<file path="config.mk">
export PLATFORM = sky130hd
export DESIGN_NAME = first_fit_partition_allocator
export DESIGN_NICKNAME = d
export VERILOG_FILES = /design/src/design/ffpa_pkg.sv /design/src/design/ffpa_cell.sv /design/src/design/first_fit_partition_allocator.sv
export SDC_FILE = /design/constraint.sdc
export NUM_CORES = 2
export LEC_CHECK = 0
export BUFFER_PORTS_ARGS = -buffer_cell sky130_fd_sc_hd__buf_2
export CAP_MARGIN = 5
export CELL_PAD_IN_SITES_DETAIL_PLACEMENT = 1
export CELL_PAD_IN_SITES_GLOBAL_PLACEMENT = 2
export CORE_ASPECT_RATIO = 1.4
export CORE_MARGIN = 5
export CORE_UTILIZATION = 35
export DETAILED_ROUTE_END_ITERATION = 10
export MAX_ROUTING_LAYER = met4
export PLACE_DENSITY_LB_ADDON = 0.1
export SYNTH_ARGS = -nofsm -noshare
export SYNTH_HDL_FRONTEND = slang
export SYNTH_HIERARCHICAL = 1
export SYNTH_SLANG_ARGS = --single-unit
</file>
<file path="constraint.sdc">
create_clock -name i_clk -period 21.8 [get_ports i_clk]
set_input_delay 2.18 -clock i_clk [delete_from_list [all_inputs] [get_ports i_clk]]
set_output_delay 2.18 -clock i_clk [all_outputs]
set_load 0.01 [all_outputs]
</file>
<file path="src/design/ffpa_pkg.sv">
// Package: shared types and codes for the first-fit partition allocator.
`timescale 1ns / 1ps
package ffpa_pkg;
    localparam logic CMD_ALLOC = 1'b0;
    localparam logic CMD_FREE  = 1'b1;

    localparam logic [1:0] ST_DONE    = 2'd0;
    localparam logic [1:0] ST_NO_FIT  = 2'd1;
    localparam logic [1:0] ST_NO_JOB  = 2'd2;
    localparam logic [1:0] ST_FULL    = 2'd3;

    // Operation broadcast to every cell for one cycle
    typedef enum logic [2:0] {
        OP_NONE,
        OP_SET_USED,
        OP_SPLIT,
        OP_FREE,
        OP_MERGE_NEXT,
        OP_MERGE_PREV
    } t_op;
endpackage

</file>
<file path="src/design/ffpa_cell.sv">
// One table entry; shifts with its neighbors on insert and remove.
`timescale 1ns / 1ps
module ffpa_cell #(
    parameter int ADDRESS_BITS = 16,
    parameter int JOB_ID_BITS  = 8,
    parameter int IDX_BITS     = 4,
    parameter logic [ADDRESS_BITS-1:0] RST_START = '0,
    parameter logic [ADDRESS_BITS-1:0] RST_LEN   = '0,
    parameter logic RST_VALID = 1'b0,
    parameter logic [IDX_BITS-1:0] MY_IDX = '0
) (
    input  logic                    i_clk,
    input  logic                    i_rst_n,
    input  ffpa_pkg::t_op           i_op,
    input  logic [IDX_BITS-1:0]     i_idx,
    input  logic [ADDRESS_BITS-1:0] i_size,
    input  logic [JOB_ID_BITS-1:0]  i_job,
    // lower neighbor (index-1) and upper neighbor (index+1)
    input  logic [ADDRESS_BITS-1:0] i_lo_start,
    input  logic [ADDRESS_BITS-1:0] i_lo_len,
    input  logic [JOB_ID_BITS-1:0]  i_lo_owner,
    input  logic                    i_lo_used,
    input  logic                    i_lo_valid,
    input  logic [ADDRESS_BITS-1:0] i_hi_start,
    input  logic [ADDRESS_BITS-1:0] i_hi_len,
    input  logic [JOB_ID_BITS-1:0]  i_hi_owner,
    input  logic                    i_hi_used,
    input  logic                    i_hi_valid,
    output logic [ADDRESS_BITS-1:0] o_start,
    output logic [ADDRESS_BITS-1:0] o_len,
    output logic [JOB_ID_BITS-1:0]  o_owner,
    output logic                    o_used,
    output logic                    o_valid
);
    logic [ADDRESS_BITS-1:0] r_start, n_start, r_len, n_len;
    logic [JOB_ID_BITS-1:0]  r_owner, n_owner;
    logic                    r_used, n_used, r_valid, n_valid;

    always_comb begin
        n_start = r_start; n_len = r_len; n_owner = r_owner;
        n_used = r_used; n_valid = r_valid;
        case (i_op)
            ffpa_pkg::OP_SET_USED: begin
                if (MY_IDX == i_idx) begin
                    n_used = 1'b1; n_owner = i_job;
                end
            end
            ffpa_pkg::OP_SPLIT: begin
                // entry at idx keeps low part, leftover goes to idx+1, rest shift up
                if (MY_IDX == i_idx) begin
                    n_len = i_size; n_used = 1'b1; n_owner = i_job;
                end else if (MY_IDX == i_idx + 1'b1) begin
                    n_start = i_lo_start + i_size; n_len = i_lo_len - i_size;
                    n_owner = '0; n_used = 1'b0; n_valid = 1'b1;
                end else if (MY_IDX > i_idx) begin
                    n_start = i_lo_start; n_len = i_lo_len; n_owner = i_lo_owner;
                    n_used = i_lo_used; n_valid = i_lo_valid;
                end
            end
            ffpa_pkg::OP_FREE: begin
                if (MY_IDX == i_idx) begin
                    n_used = 1'b0; n_owner = '0;
                end
            end
            ffpa_pkg::OP_MERGE_NEXT, ffpa_pkg::OP_MERGE_PREV: begin
                // idx absorbs idx+1, entries above shift down
                if (MY_IDX == i_idx) begin
                    n_len = r_len + i_hi_len;
                end else if (MY_IDX > i_idx) begin
                    n_start = i_hi_start; n_len = i_hi_len; n_owner = i_hi_owner;
                    n_used = i_hi_used; n_valid = i_hi_valid;
                end
            end
            default: ;
        endcase
    end

    always_ff @(posedge i_clk) begin
        if (!i_rst_n) begin
            r_start <= RST_START; r_len <= RST_LEN; r_owner <= '0;
            r_used <= 1'b0; r_valid <= RST_VALID;
        end else begin
            r_start <= n_start; r_len <= n_len; r_owner <= n_owner;
            r_used <= n_used; r_valid <= n_valid;
        end
    end

    assign o_start = r_start;
    assign o_len   = r_len;
    assign o_owner = r_owner;
    assign o_used  = r_used;
    assign o_valid = r_valid;
endmodule

</file>
<file path="src/design/first_fit_partition_allocator.sv">
// Top level: request sequencer over a chain of partition cells.
`timescale 1ns / 1ps
// First-fit partition allocator. Each transaction is an allocate or a free
// and yields one result. The sequencer scans the cell chain one entry per
// cycle, then applies up to three table updates in which every cell moves in
// parallel with its neighbor. The scan is followed by the decision; a free
// then applies the release and up to two merges. The result is loaded into
// the output register, and the next request is taken once the sequencer is
// back in idle. One request is handled at a time. The result sits in an
// output register while the next request is taken. A stalled result holds
// only the final output step.
module first_fit_partition_allocator #(
    parameter int TABLE_ENTRIES = 16,
    parameter int ADDRESS_BITS  = 16,
    parameter int JOB_ID_BITS   = 8
) (
    input  logic        i_clk,
    input  logic        i_rst_n,
    input  logic        i_valid,
    output logic        o_stall,
    input  logic        i_command,
    input  logic [7:0]  i_job_id,
    input  logic [15:0] i_request_size,
    output logic        o_valid,
    input  logic        i_stall,
    output logic [1:0]  o_status,
    output logic [15:0] o_block_start,
    output logic [15:0] o_block_length
);
    localparam int IB = $clog2(TABLE_ENTRIES);
    localparam int N  = TABLE_ENTRIES;

    typedef enum logic [2:0] {
        S_IDLE, S_SCAN, S_DECIDE, S_MERGE_N, S_MERGE_P, S_OUT
    } t_state;

    logic [ADDRESS_BITS-1:0] c_start [N];
    logic [ADDRESS_BITS-1:0] c_len   [N];
    logic [JOB_ID_BITS-1:0]  c_owner [N];
    logic                    c_used  [N];
    logic                    c_valid [N];

    t_state                  r_state;
    logic                    r_cmd;
    logic [JOB_ID_BITS-1:0]  r_job;
    logic [ADDRESS_BITS-1:0] r_size;
    logic [IB-1:0]           r_idx;
    logic                    r_found;
    ffpa_pkg::t_op           r_op;
    logic [IB-1:0]           r_opidx;
    logic                    r_oval;
    logic [1:0]              r_status;
    logic [15:0]             r_rs, r_rl;
    // result being built while the previous one may still be held
    logic [1:0]              r_res_status;
    logic [15:0]             r_res_start, r_res_len;

    // request width adapters
    logic [ADDRESS_BITS-1:0] w_size_in;
    logic [JOB_ID_BITS-1:0]  w_job_in;
    assign w_size_in = ADDRESS_BITS'({16'd0, i_request_size});
    assign w_job_in  = JOB_ID_BITS'({16'd0, i_job_id});

    // cell chain
    for (genvar g = 0; g < N; g++) begin : g_cell
        localparam logic [ADDRESS_BITS-1:0] RS =
            ADDRESS_BITS'(g == 1 ? 300 : g == 2 ? 1000 : 0);
        localparam logic [ADDRESS_BITS-1:0] RL =
            ADDRESS_BITS'(g == 0 ? 200 : g == 1 ? 500 : g == 2 ? 1000 : 0);
        localparam int LO = (g == 0) ? 0 : g - 1;
        localparam int HI = (g == N - 1) ? N - 1 : g + 1;
        logic hv;
        assign hv = (g == N - 1) ? 1'b0 : c_valid[HI];
        ffpa_cell #(
            .ADDRESS_BITS(ADDRESS_BITS), .JOB_ID_BITS(JOB_ID_BITS), .IDX_BITS(IB),
            .RST_START(RS), .RST_LEN(RL), .RST_VALID(g < 3), .MY_IDX(IB'(g))
        ) u_cell (
            .i_clk, .i_rst_n,
            .i_op(r_op), .i_idx(r_opidx), .i_size(r_size), .i_job(r_job),
            .i_lo_start(c_start[LO]), .i_lo_len(c_len[LO]), .i_lo_owner(c_owner[LO]),
            .i_lo_used(c_used[LO]), .i_lo_valid(c_valid[LO]),
            .i_hi_start(g == N - 1 ? '0 : c_start[HI]),
            .i_hi_len(g == N - 1 ? '0 : c_len[HI]),
            .i_hi_owner(g == N - 1 ? '0 : c_owner[HI]),
            .i_hi_used(g == N - 1 ? 1'b0 : c_used[HI]),
            .i_hi_valid(hv),
            .o_start(c_start[g]), .o_len(c_len[g]), .o_owner(c_owner[g]),
            .o_used(c_used[g]), .o_valid(c_valid[g])
        );
    end

    // scan match on the current entry
    logic w_hit;
    always_comb begin
        if (r_cmd == ffpa_pkg::CMD_ALLOC)
            w_hit = c_valid[r_idx] && !c_used[r_idx] && c_len[r_idx] >= r_size;
        else
            w_hit = c_valid[r_idx] && c_used[r_idx] && c_owner[r_idx] == r_job;
    end

    logic [IB-1:0] w_nx, w_pv;
    assign w_nx = r_idx + 1'b1;
    assign w_pv = r_idx - 1'b1;
    logic w_last;
    assign w_last = (r_idx == IB'(N - 1));

    // next-entry merge check does not read the freed entry's used bit, so it holds while the free is applied
    logic w_mn, w_mp;
    assign w_mn = !w_last && c_valid[w_nx] && !c_used[w_nx]
                  && (c_start[r_idx] + c_len[r_idx]) == c_start[w_nx];
    assign w_mp = (r_idx != '0) && !c_used[w_pv]
                  && (c_start[w_pv] + c_len[w_pv]) == c_start[r_idx];

    always_ff @(posedge i_clk) begin
        if (!i_rst_n) begin
            r_state <= S_IDLE;
            r_op    <= ffpa_pkg::OP_NONE;
            r_oval  <= 1'b0;
        end else begin
            // held result leaves when taken, unless a new one replaces it
            if (r_state != S_OUT && r_oval && !i_stall) r_oval <= 1'b0;
            case (r_state)
                S_IDLE: begin
                    r_op <= ffpa_pkg::OP_NONE;
                    if (i_valid) begin
                        r_cmd <= i_command; r_job <= w_job_in; r_size <= w_size_in;
                        r_idx <= '0; r_found <= 1'b0;
                        r_state <= S_SCAN;
                    end
                end
                S_SCAN: begin
                    r_op <= ffpa_pkg::OP_NONE;
                    if (w_hit) begin
                        r_found <= 1'b1; r_state <= S_DECIDE;
                    end else if (w_last || !c_valid[w_nx]) begin
                        r_state <= S_DECIDE;
                    end else begin
                        r_idx <= w_nx;
                    end
                end
                S_DECIDE: begin
                    r_res_start <= 16'(c_start[r_idx]);
                    r_opidx <= r_idx;
                    r_state <= S_OUT;
                    if (r_cmd == ffpa_pkg::CMD_ALLOC) begin
                        r_res_len <= 16'(r_size);
                        if (!r_found || r_size == '0) begin
                            r_res_status <= ffpa_pkg::ST_NO_FIT;
                            r_op <= ffpa_pkg::OP_NONE;
                        end else if (c_len[r_idx] == r_size) begin
                            r_res_status <= ffpa_pkg::ST_DONE;
                            r_op <= ffpa_pkg::OP_SET_USED;
                        end else if (c_valid[IB'(N - 1)]) begin
                            r_res_status <= ffpa_pkg::ST_FULL;
                            r_op <= ffpa_pkg::OP_NONE;
                        end else begin
                            r_res_status <= ffpa_pkg::ST_DONE;
                            r_op <= ffpa_pkg::OP_SPLIT;
                        end
                    end else begin
                        r_res_len <= 16'(c_len[r_idx]);
                        if (!r_found) begin
                            r_res_status <= ffpa_pkg::ST_NO_JOB;
                            r_op <= ffpa_pkg::OP_NONE;
                        end else begin
                            r_res_status <= ffpa_pkg::ST_DONE;
                            r_op <= ffpa_pkg::OP_FREE;
                            r_state <= S_MERGE_N;
                        end
                    end
                end
                S_MERGE_N: begin
                    r_op <= w_mn ? ffpa_pkg::OP_MERGE_NEXT : ffpa_pkg::OP_NONE;
                    r_state <= S_MERGE_P;
                end
                S_MERGE_P: begin
                    // wait while the next-entry merge is being applied
                    if (r_op == ffpa_pkg::OP_NONE) begin
                        if (w_mp) begin
                            r_op <= ffpa_pkg::OP_MERGE_PREV; r_opidx <= w_pv;
                        end else begin
                            r_op <= ffpa_pkg::OP_NONE;
                        end
                        r_state <= S_OUT;
                    end else begin
                        r_op <= ffpa_pkg::OP_NONE;
                    end
                end
                S_OUT: begin
                    r_op <= ffpa_pkg::OP_NONE;
                    if (!r_oval || !i_stall) begin
                        r_oval <= 1'b1;
                        r_status <= r_res_status;
                        if (r_res_status != ffpa_pkg::ST_DONE) begin
                            r_rs <= '0; r_rl <= '0;
                        end else begin
                            r_rs <= r_res_start; r_rl <= r_res_len;
                        end
                        r_state <= S_IDLE;
                    end
                end
                default: begin
                    r_op <= ffpa_pkg::OP_NONE;
                    r_state <= S_IDLE;
                end
            endcase
        end
    end

    assign o_stall        = (r_state != S_IDLE);
    assign o_valid        = r_oval;
    assign o_status       = r_status;
    assign o_block_start  = r_rs;
    assign o_block_length = r_rl;
endmodule

</file>
; ---- Word-level counts from Yosys, hierarchy flattened
; Index checks and enable logic that the tools add are counted.
[totals]
reg_bits = 781
latch_bits = 0
mem_bits_rw = 0
mem_bits_ro = 0
in_bits = 29
out_inout_bits = 36
word_cells = 1042
mem_count = 0
[classes]
addsub = 50
mul = 0
div = 0
magnitude_cmp = 20
eq_ne = 181
shift = 0
muxes = 603
bitwise = 3
n_reduce_logical = 90
[ops]
columns = op, n
row1 = 2-to-1 mux 16 bit, 167
row2 = case mux 16 bit (2 select lines), 32
row3 = 2-to-1 mux 8 bit, 113
row4 = adder 16 bit, 32
row5 = case mux 8 bit (4 select lines), 16
row6 = binary-select mux 16 bit (select 4 bit), 5
row7 = subtractor 16 bit, 15
row8 = 2-to-1 mux 1 bit, 204
row9 = "!= test 2 x 1 -> 1 bit, second input constant", 49
row10 = AND reduction 6 bit, 16
row11 = "!= test 3 x 1 -> 1 bit, second input constant", 31
row12 = AND reduction 5 bit, 17
row13 = "!= test 2 bit, second input constant", 39
row14 = "equality test 4 bit, first input constant", 16
row15 = case mux 1 bit (4 select lines), 16
row16 = "!= test 4 x 1 -> 1 bit, second input constant", 15
row17 = AND reduction 3 bit, 17
row18 = equality test 16 bit, 3
row19 = case mux 1 bit (2 select lines), 17
row20 = 2-to-1 mux 3 bit, 11
row21 = binary-select mux 8 bit (select 4 bit), 1
row22 = "equality test 3 x 4 -> 1 bit, first input constant", 8
row23 = "> comparator 4 bit, first input constant", 8
row24 = binary-select mux 1 bit (select 4 bit), 5
row25 = 33 further kinds, 94

; ---- Longest topological paths before layout
[depth]
depth_word = 11
depth_mapped = 27

; ---- Cells and area by module
; The synthesis kept the hierarchy.
[modules_own_cells]
columns = module, instances, cells_per_inst, area_per_inst_um2, seq_area_each_um2
row1 = first_fit_partition_allocator, 1, 1173, 17350.4, 3203.1
row2 = ffpa_cell (g_cell[2].u_cell), 1, 648, 4788.3, 840.8
row3 = ffpa_cell (g_cell[7].u_cell), 1, 645, 4779.6, 840.8
row4 = ffpa_cell (g_cell[15].u_cell), 1, 645, 4764.6, 840.8
row5 = ffpa_cell (g_cell[5].u_cell), 1, 641, 4760.8, 840.8
row6 = ffpa_cell (g_cell[11].u_cell), 1, 654, 4707.0, 840.8
row7 = ffpa_cell (g_cell[13].u_cell), 1, 631, 4685.7, 840.8
row8 = ffpa_cell (g_cell[10].u_cell), 1, 610, 4670.7, 840.8
row9 = ffpa_cell (g_cell[6].u_cell), 1, 604, 4638.2, 840.8
row10 = ffpa_cell (g_cell[3].u_cell), 1, 616, 4625.7, 840.8
row11 = ffpa_cell (g_cell[12].u_cell), 1, 620, 4620.7, 840.8
row12 = ffpa_cell (g_cell[8].u_cell), 1, 623, 4596.9, 840.8
row13 = ffpa_cell (g_cell[14].u_cell), 1, 608, 4593.2, 840.8
row14 = ffpa_cell (g_cell[4].u_cell), 1, 601, 4560.6, 840.8
row15 = +3 rows, -, -, -, -

; ---- Worst setup path before layout
; No wires, ideal clock.
[synth_timing]
kind = register to register
startpoint = register r_idx[0]
endpoint = register r_opidx[0] (enable)
arrival_time_ns = 6.977
required_time_ns = 21.428
slack_ns = 14.451
stages_incl_launch_ff = 27
synth_period_minus_slack_ns = 7.349
path_cell_list = edfxtp_1 buf_6 buf_6 buf_6 inv_1 buf_2 ha_1 buf_2 buf_2 buf_2 buf_2 buf_2 clkbuf_1 clkbuf_1 mux4_2 mux4_2 ha_1 a21o_1 a21oi_1 a21oi_1 o311ai_0 a21oi_1 or3_4 a2111oi_4 o2111ai_2 o21ba_1 a211oi_1
[synth_via]
elab_chain_cells = 10
elab_cells_between_ends = 23
cone_classes = add/sub (2) / eq/ne (2) / mux (12) / bitwise (2) / reduce/logical (5)
[synth_rtl]
columns = item, line
row1 = "start, declared", first_fit_partition_allocator.sv:47  ; logic [IB-1:0] r_idx;
row2 = "start signal, assigned", first_fit_partition_allocator.sv:138  ; r_idx <= w_nx;
row3 = subtractor 4 x 1 -> 4 bit, first_fit_partition_allocator.sv:103  ; assign w_pv = r_idx - 1'b1;
row4 = inverter 4 -> 5 bit (implied by the code), "first_fit_partition_allocator.sv:111, first_fit_partition_allocator.sv:112"
row5 = binary-select mux 16 bit (select 4 bit) / binary-select mux 1 bit (select 4 bit) (equally long branches), "first_fit_partition_allocator.sv:112, first_fit_partition_allocator.sv:111"
row6 = 2-to-1 mux 16 bit (implied by the code) / 2-to-1 mux 1 bit (equally long branches) (2 in a row), "first_fit_partition_allocator.sv:112, first_fit_partition_allocator.sv:111"
row7 = adder 16 bit / zero test 1 bit (equally long branches), "first_fit_partition_allocator.sv:112, first_fit_partition_allocator.sv:111"
row8 = equality test 16 bit / logical AND 1 bit (equally long branches), "first_fit_partition_allocator.sv:112, first_fit_partition_allocator.sv:111"
row9 = logical AND 1 bit *, first_fit_partition_allocator.sv:112  ; && (c_start[w_pv] + c_len[w_pv]) == c_start[r_idx];
row10 = != test 2 bit (no source line) *, -
row11 = AND reduction 4 bit (no source line) *, -
row12 = "end signal, assigned", first_fit_partition_allocator.sv:143  ; r_opidx <= r_idx;
row13 = "end signal, assigned", first_fit_partition_allocator.sv:180  ; r_op <= ffpa_pkg::OP_MERGE_PREV; r_opidx <= w_pv;
row14 = "end, declared", first_fit_partition_allocator.sv:50  ; logic [IB-1:0] r_opidx;
; Mark *: on every way between the ends. The rest lies on a longest branch, timed or not. The select of a mux whose other input is x is not followed.
; A chain may end at the register's enable or synchronous reset.

; ---- Worst setup path in the final report
; Same ends and word-level chain as after synthesis.

==> summary.md <==
| Metric | Value |
|---|---|
| Critical Path RT | `22220 ps` |
| Wire length on met2 | `249 mm` |
| TritonCTS buffer count | `104` |
| Mux cell area share after synthesis | `0.127` |
| Clock sink count | `781` |
| Simple-Gate Fraction of Synth Area | `0.178` |
| Initial antenna violation count | `roughly 100` |
| Met1 WL | `203 mm` |
| Area growth syn-to-layout | `11.2%` |
| Setup_tns | `0 ps` |
| Final ANT Viol Nets | `0` |
| Synth top area share | `0.149` |
| Worst Skew | `48.4 ps` |
| Post-route DRC | `0` |
| Register Area | `between 15000 and 20000 um^2` |
| Clk Latency, worst-skew pair | `820 ps` |
| Die ar. | `271000 um^2` |
| Multi-input gate area | `between 70000 and 80000 um^2` |
| Hold Crit Depth | `0` |
| Synth Area per Inst | `between 8 and 9 um^2` |
| Compound-Gate Fraction of Synth Area | `0.298` |
| #FFs+latches synth | `781` |
| Final min period | `9250 ps` |
| Worst Hold End | `o_status[0]$_DFFE_PP_` |
| 1st-iter DRT viols | `9581` |
| Top FF cell, synth | `dfxtp_1` |
| Slew @ Worst Pin | `1210 ps` |
| Max Fclk | `108 MHz` |
| # rows | `221` |
| # IOs | `65` |
| Die height | `614 um` |
| Worst reg2reg path endpoint | `r_opidx[0]$_DFFE_PP_` |
| Startpoint of the worst register-to-register path | `r_idx[0]$_SDFFCE_PN0P_` |
| LEAKAGE | `40.9 nW` |
| HP Start | `r_res_status[0]$_SDFFCE_PP0P_` |
| RD Place Congestion | `1.11` |
| MaxCap Viol Count | `0` |
| Uppermost layer routed | `met4` |
| Fin. max-slew vios | `0` |
| Clock buffer depth | `3` |
| Final Setup Violations | `0` |
| Critical path class | `reg -> reg` |
| Post-Synth XOR/XNOR Area | `0.0510` |
| RSZ-0062 raised after global routing | `false` |
| Met3 routed WL | `around 45 mm` |
| Die Span X | `442 um` |
| Routed wire per std cell | `36.9 um` |
| Input/output buffers | `64` |
| Final Cycle Share | `0.424` |
| Gr usage total | `0.398` |
| Yosys top cell by area | `dfxtp_1` |
| Worst Setup End Kind | `flip-flop` |
| Initial core utilization | `0.352` |
| Vias per cell | `6.74` |
| Synth Warn # | `6` |
| Mapped Area | `91200 um^2` |
| Worst Path Max Fanout | `60` |
| Pwr Density | `43.5 nW/um^2` |
| TritonCTS clock tree | `done` |
| IR drop worst, VDD | `between 0.06 and 0.07 mV` |
| Adder-cell share of the synthesized area | `0.116` |
| HPWL Detailed | `424 mm` |
| Post-CTS sizing | `0` |
| Power Total | `4.41 mW` |
| Netlist cell types | `148` |
| # H-tree levels | `3` |
| Asr flop ratio synth | `0` |
| Layout cells sized above 1 | `0.131` |
| Global-route congestion overflow total | `0` |
| Vias in the first global route | `about 99k` |
| Status | `finished clean` |
| Detailed-route via count | `99.6k` |
| Core Region | `259000 um^2` |
| DR pass1 iterations | `8` |
| Relative slew slack | `0.187` |
| First-pass GRT wire length | `between 700 and 800 mm` |
| Startpoint types | `flip-flop` |
| HP Class | `reg -> reg` |
| Hold Buf Count CTS | `0` |
| Largest net degree at the start of global routing | `134` |
| Seq/Total Area, Yosys | `0.183` |
| Number of post-CTS setup repair buffers | `0` |
| Fill cells | `30.9k` |
| Largest cells by area after synthesis | `dfxtp_1 15%, mux4_2 11%, ha_1 11%` |
| Largest family of logic cells by synthesized area | `compound AO/OA/AOI/OAI gates` |
| Synth Instances | `roughly 11k` |
| Final Hold Viols | `0` |
| Clock transition at path regs | `70 ps` |
| Clock Tree Root | `clkbuf_16` |
| Routed WL | `546 mm` |
| Post-synth EDFFs | `102` |
| Total Nets Final | `12.0k` |
| FF-to-FF path depth | `18` |
| Slack of the worst reg-to-reg path | `12550 ps` |
| Data arrival, critical path | `slightly below 10000 ps` |
[critical path, cell delays in order, from the launching register on]
cell and delay (ps):
edfxtp_1 350, buf_4 610, buf_4 900, buf_4 720
buf_4 830, buf_4 760, mux4_2 610, mux4_2 530
ha_1 260, fa_1 480, a21oi_1 260, o221a_2 280
o21bai_1 80, a221o_1 360, xnor2_1 190, a2111oi_4 350
o2111ai_2 300, o21ba_1 250, a211oi_1 560
[flip-flops by register name (all words and copies together) (netlist names), 16 cells and up]
signal	cells
o_block_start	16
g_cell.u_cell/o_len	256
g_cell.u_cell/o_start	256
g_cell.u_cell/o_valid	16
g_cell.u_cell/o_used	16
r_res_start	16
r_res_len	16
o_block_length	16
r_size	16
g_cell.u_cell/o_owner	128
[cells in the final DEF, fill, tap and decap left out, types with 61 or more instances in the layout]
master | synthesis | routed
diode_2 | 0 | 78
nor3_1 | 262 | 258
buf_4 | 12 | 493
buf_2 | 138 | 63
o21a_1 | 144 | 144
and2_1 | 95 | 95
o21ai_0 | 668 | 665
edfxtp_1 | 102 | 102
o21bai_1 | 73 | 73
or3_1 | 95 | 95
o211ai_1 | 351 | 351
mux4_2 | 453 | 453
ha_1 | 768 | 767
xnor2_1 | 298 | 296
nand4_1 | 73 | 73
a21oi_1 | 796 | 795
nand2_1 | 1171 | 1171
nor2b_1 | 182 | 166
conb_1 | 1 | 61
o211a_1 | 104 | 104
and3_1 | 86 | 86
clkbuf_16 | 0 | 106
o21ai_1 | 80 | 83
inv_1 | 410 | 410
a222oi_1 | 116 | 116
a21boi_0 | 77 | 77
o31ai_1 | 66 | 66
a21o_1 | 224 | 224
nor2_1 | 690 | 686
o311ai_0 | 66 | 66
dfxtp_1 | 679 | 676
a211oi_1 | 310 | 310
nand3_1 | 329 | 326
a31oi_1 | 190 | 190
xor2_1 | 231 | 229
mux2i_1 | 85 | 85
nand2b_1 | 117 | 106
[worst max-delay path by stage]
stage,startpoint,end,slack (ps)
global route,r_idx[0]$_SDFFCE_PN0P_,r_opidx[1]$_DFFE_PP_,11700
floorplan,r_idx[0]$_SDFFCE_PN0P_,r_opidx[0]$_DFFE_PP_,14450
global placement,r_idx[0]$_SDFFCE_PN0P_,r_opidx[0]$_DFFE_PP_,12710
finish,r_idx[0]$_SDFFCE_PN0P_,r_opidx[0]$_DFFE_PP_,12550
detailed placement,r_idx[0]$_SDFFCE_PN0P_,r_opidx[0]$_DFFE_PP_,12460
CTS,r_idx[0]$_SDFFCE_PN0P_,r_opidx[0]$_DFFE_PP_,12430
[routing by layer]
metal | up-vias | track usage
met1 | 50700 | 0.445
met2 | 4491 | 0.622
met5 | - | -
met4 | 0 | 0.283
li1 | 42900 | -
met3 | 1505 | 0.0931
[layout make-up]
class	instances	area share
multi-input combinational	9282	0.699
sequential	781	0.164
tap	3456	0.0426
timing repair buffer	571	0.0425
clock buffer	140	0.0289
inverter	414	0.0153
clock inverter	55	0.00602
antenna	78	0.00192
[logic make-up (layout without fill, tap and decap cells)]
logic type                 Yosys count  count (layout)
AOI/OAI and AO/OA                 3924            3924
buffers and inverters             1047            1180
xor gates and xnor gates           530             530
muxes                              564             564
other                                1             139
DFF                                781             781
and+or+nand+nor                   3385            3385
adders and majority gates          818             818
[synth_stat cells, types with 44 or more instances]
| cell | instances |
|---|---|
| xor2_1 | 231 |
| o31ai_1 | 66 |
| or3_1 | 95 |
| a211oi_1 | 310 |
| o21ai_1 | 80 |
| inv_1 | 410 |
| buf_1 | 47 |
| a22oi_1 | 57 |
| edfxtp_1 | 102 |
| o21ai_0 | 668 |
| a21o_1 | 224 |
| nor2b_1 | 182 |
| o21bai_1 | 73 |
| a31oi_1 | 190 |
| a21oi_1 | 796 |
| a21boi_0 | 77 |
| dfxtp_1 | 679 |
| nor2_1 | 690 |
| nand4_1 | 73 |
| mux4_2 | 453 |
| nand2_1 | 1171 |
| a222oi_1 | 116 |
| clkbuf_1 | 421 |
| nor3b_1 | 44 |
| xnor2_1 | 298 |
| o22ai_1 | 55 |
| a221oi_1 | 53 |
| and3_1 | 86 |
| o21a_1 | 144 |
| and2_1 | 95 |
| nor3_1 | 262 |
| nand2b_1 | 117 |
| o211ai_1 | 351 |
| fa_1 | 50 |
| ha_1 | 768 |
| o211a_1 | 104 |
| buf_2 | 138 |
| o311ai_0 | 66 |
| nand3_1 | 329 |
| mux2i_1 | 85 |
[power by group]
part	switching (mW)	internal (mW)	total [mW]
combinational	0.650	0.352	1.00
sequential	0.0295	1.47	1.50
clock	0.855	1.05	1.91
[metrics by stage]
stage	utilization	cells	setup slack, ps	hold slack [ps]	area [um^2]
3_3_place_gp	0.377	14500	12710	455	97700
3_5_place_dp	0.377	14500	12460	462	97700
6_report	0.392	14800	12550	475	101000
4_1_cts	0.391	14700	12430	477	101000
5_1_grt	0.392	14800	11700	477	101000
2_1_floorplan	-	11100	14450	427	91500
No activity file was read; power rests on OpenSTA's default activity.
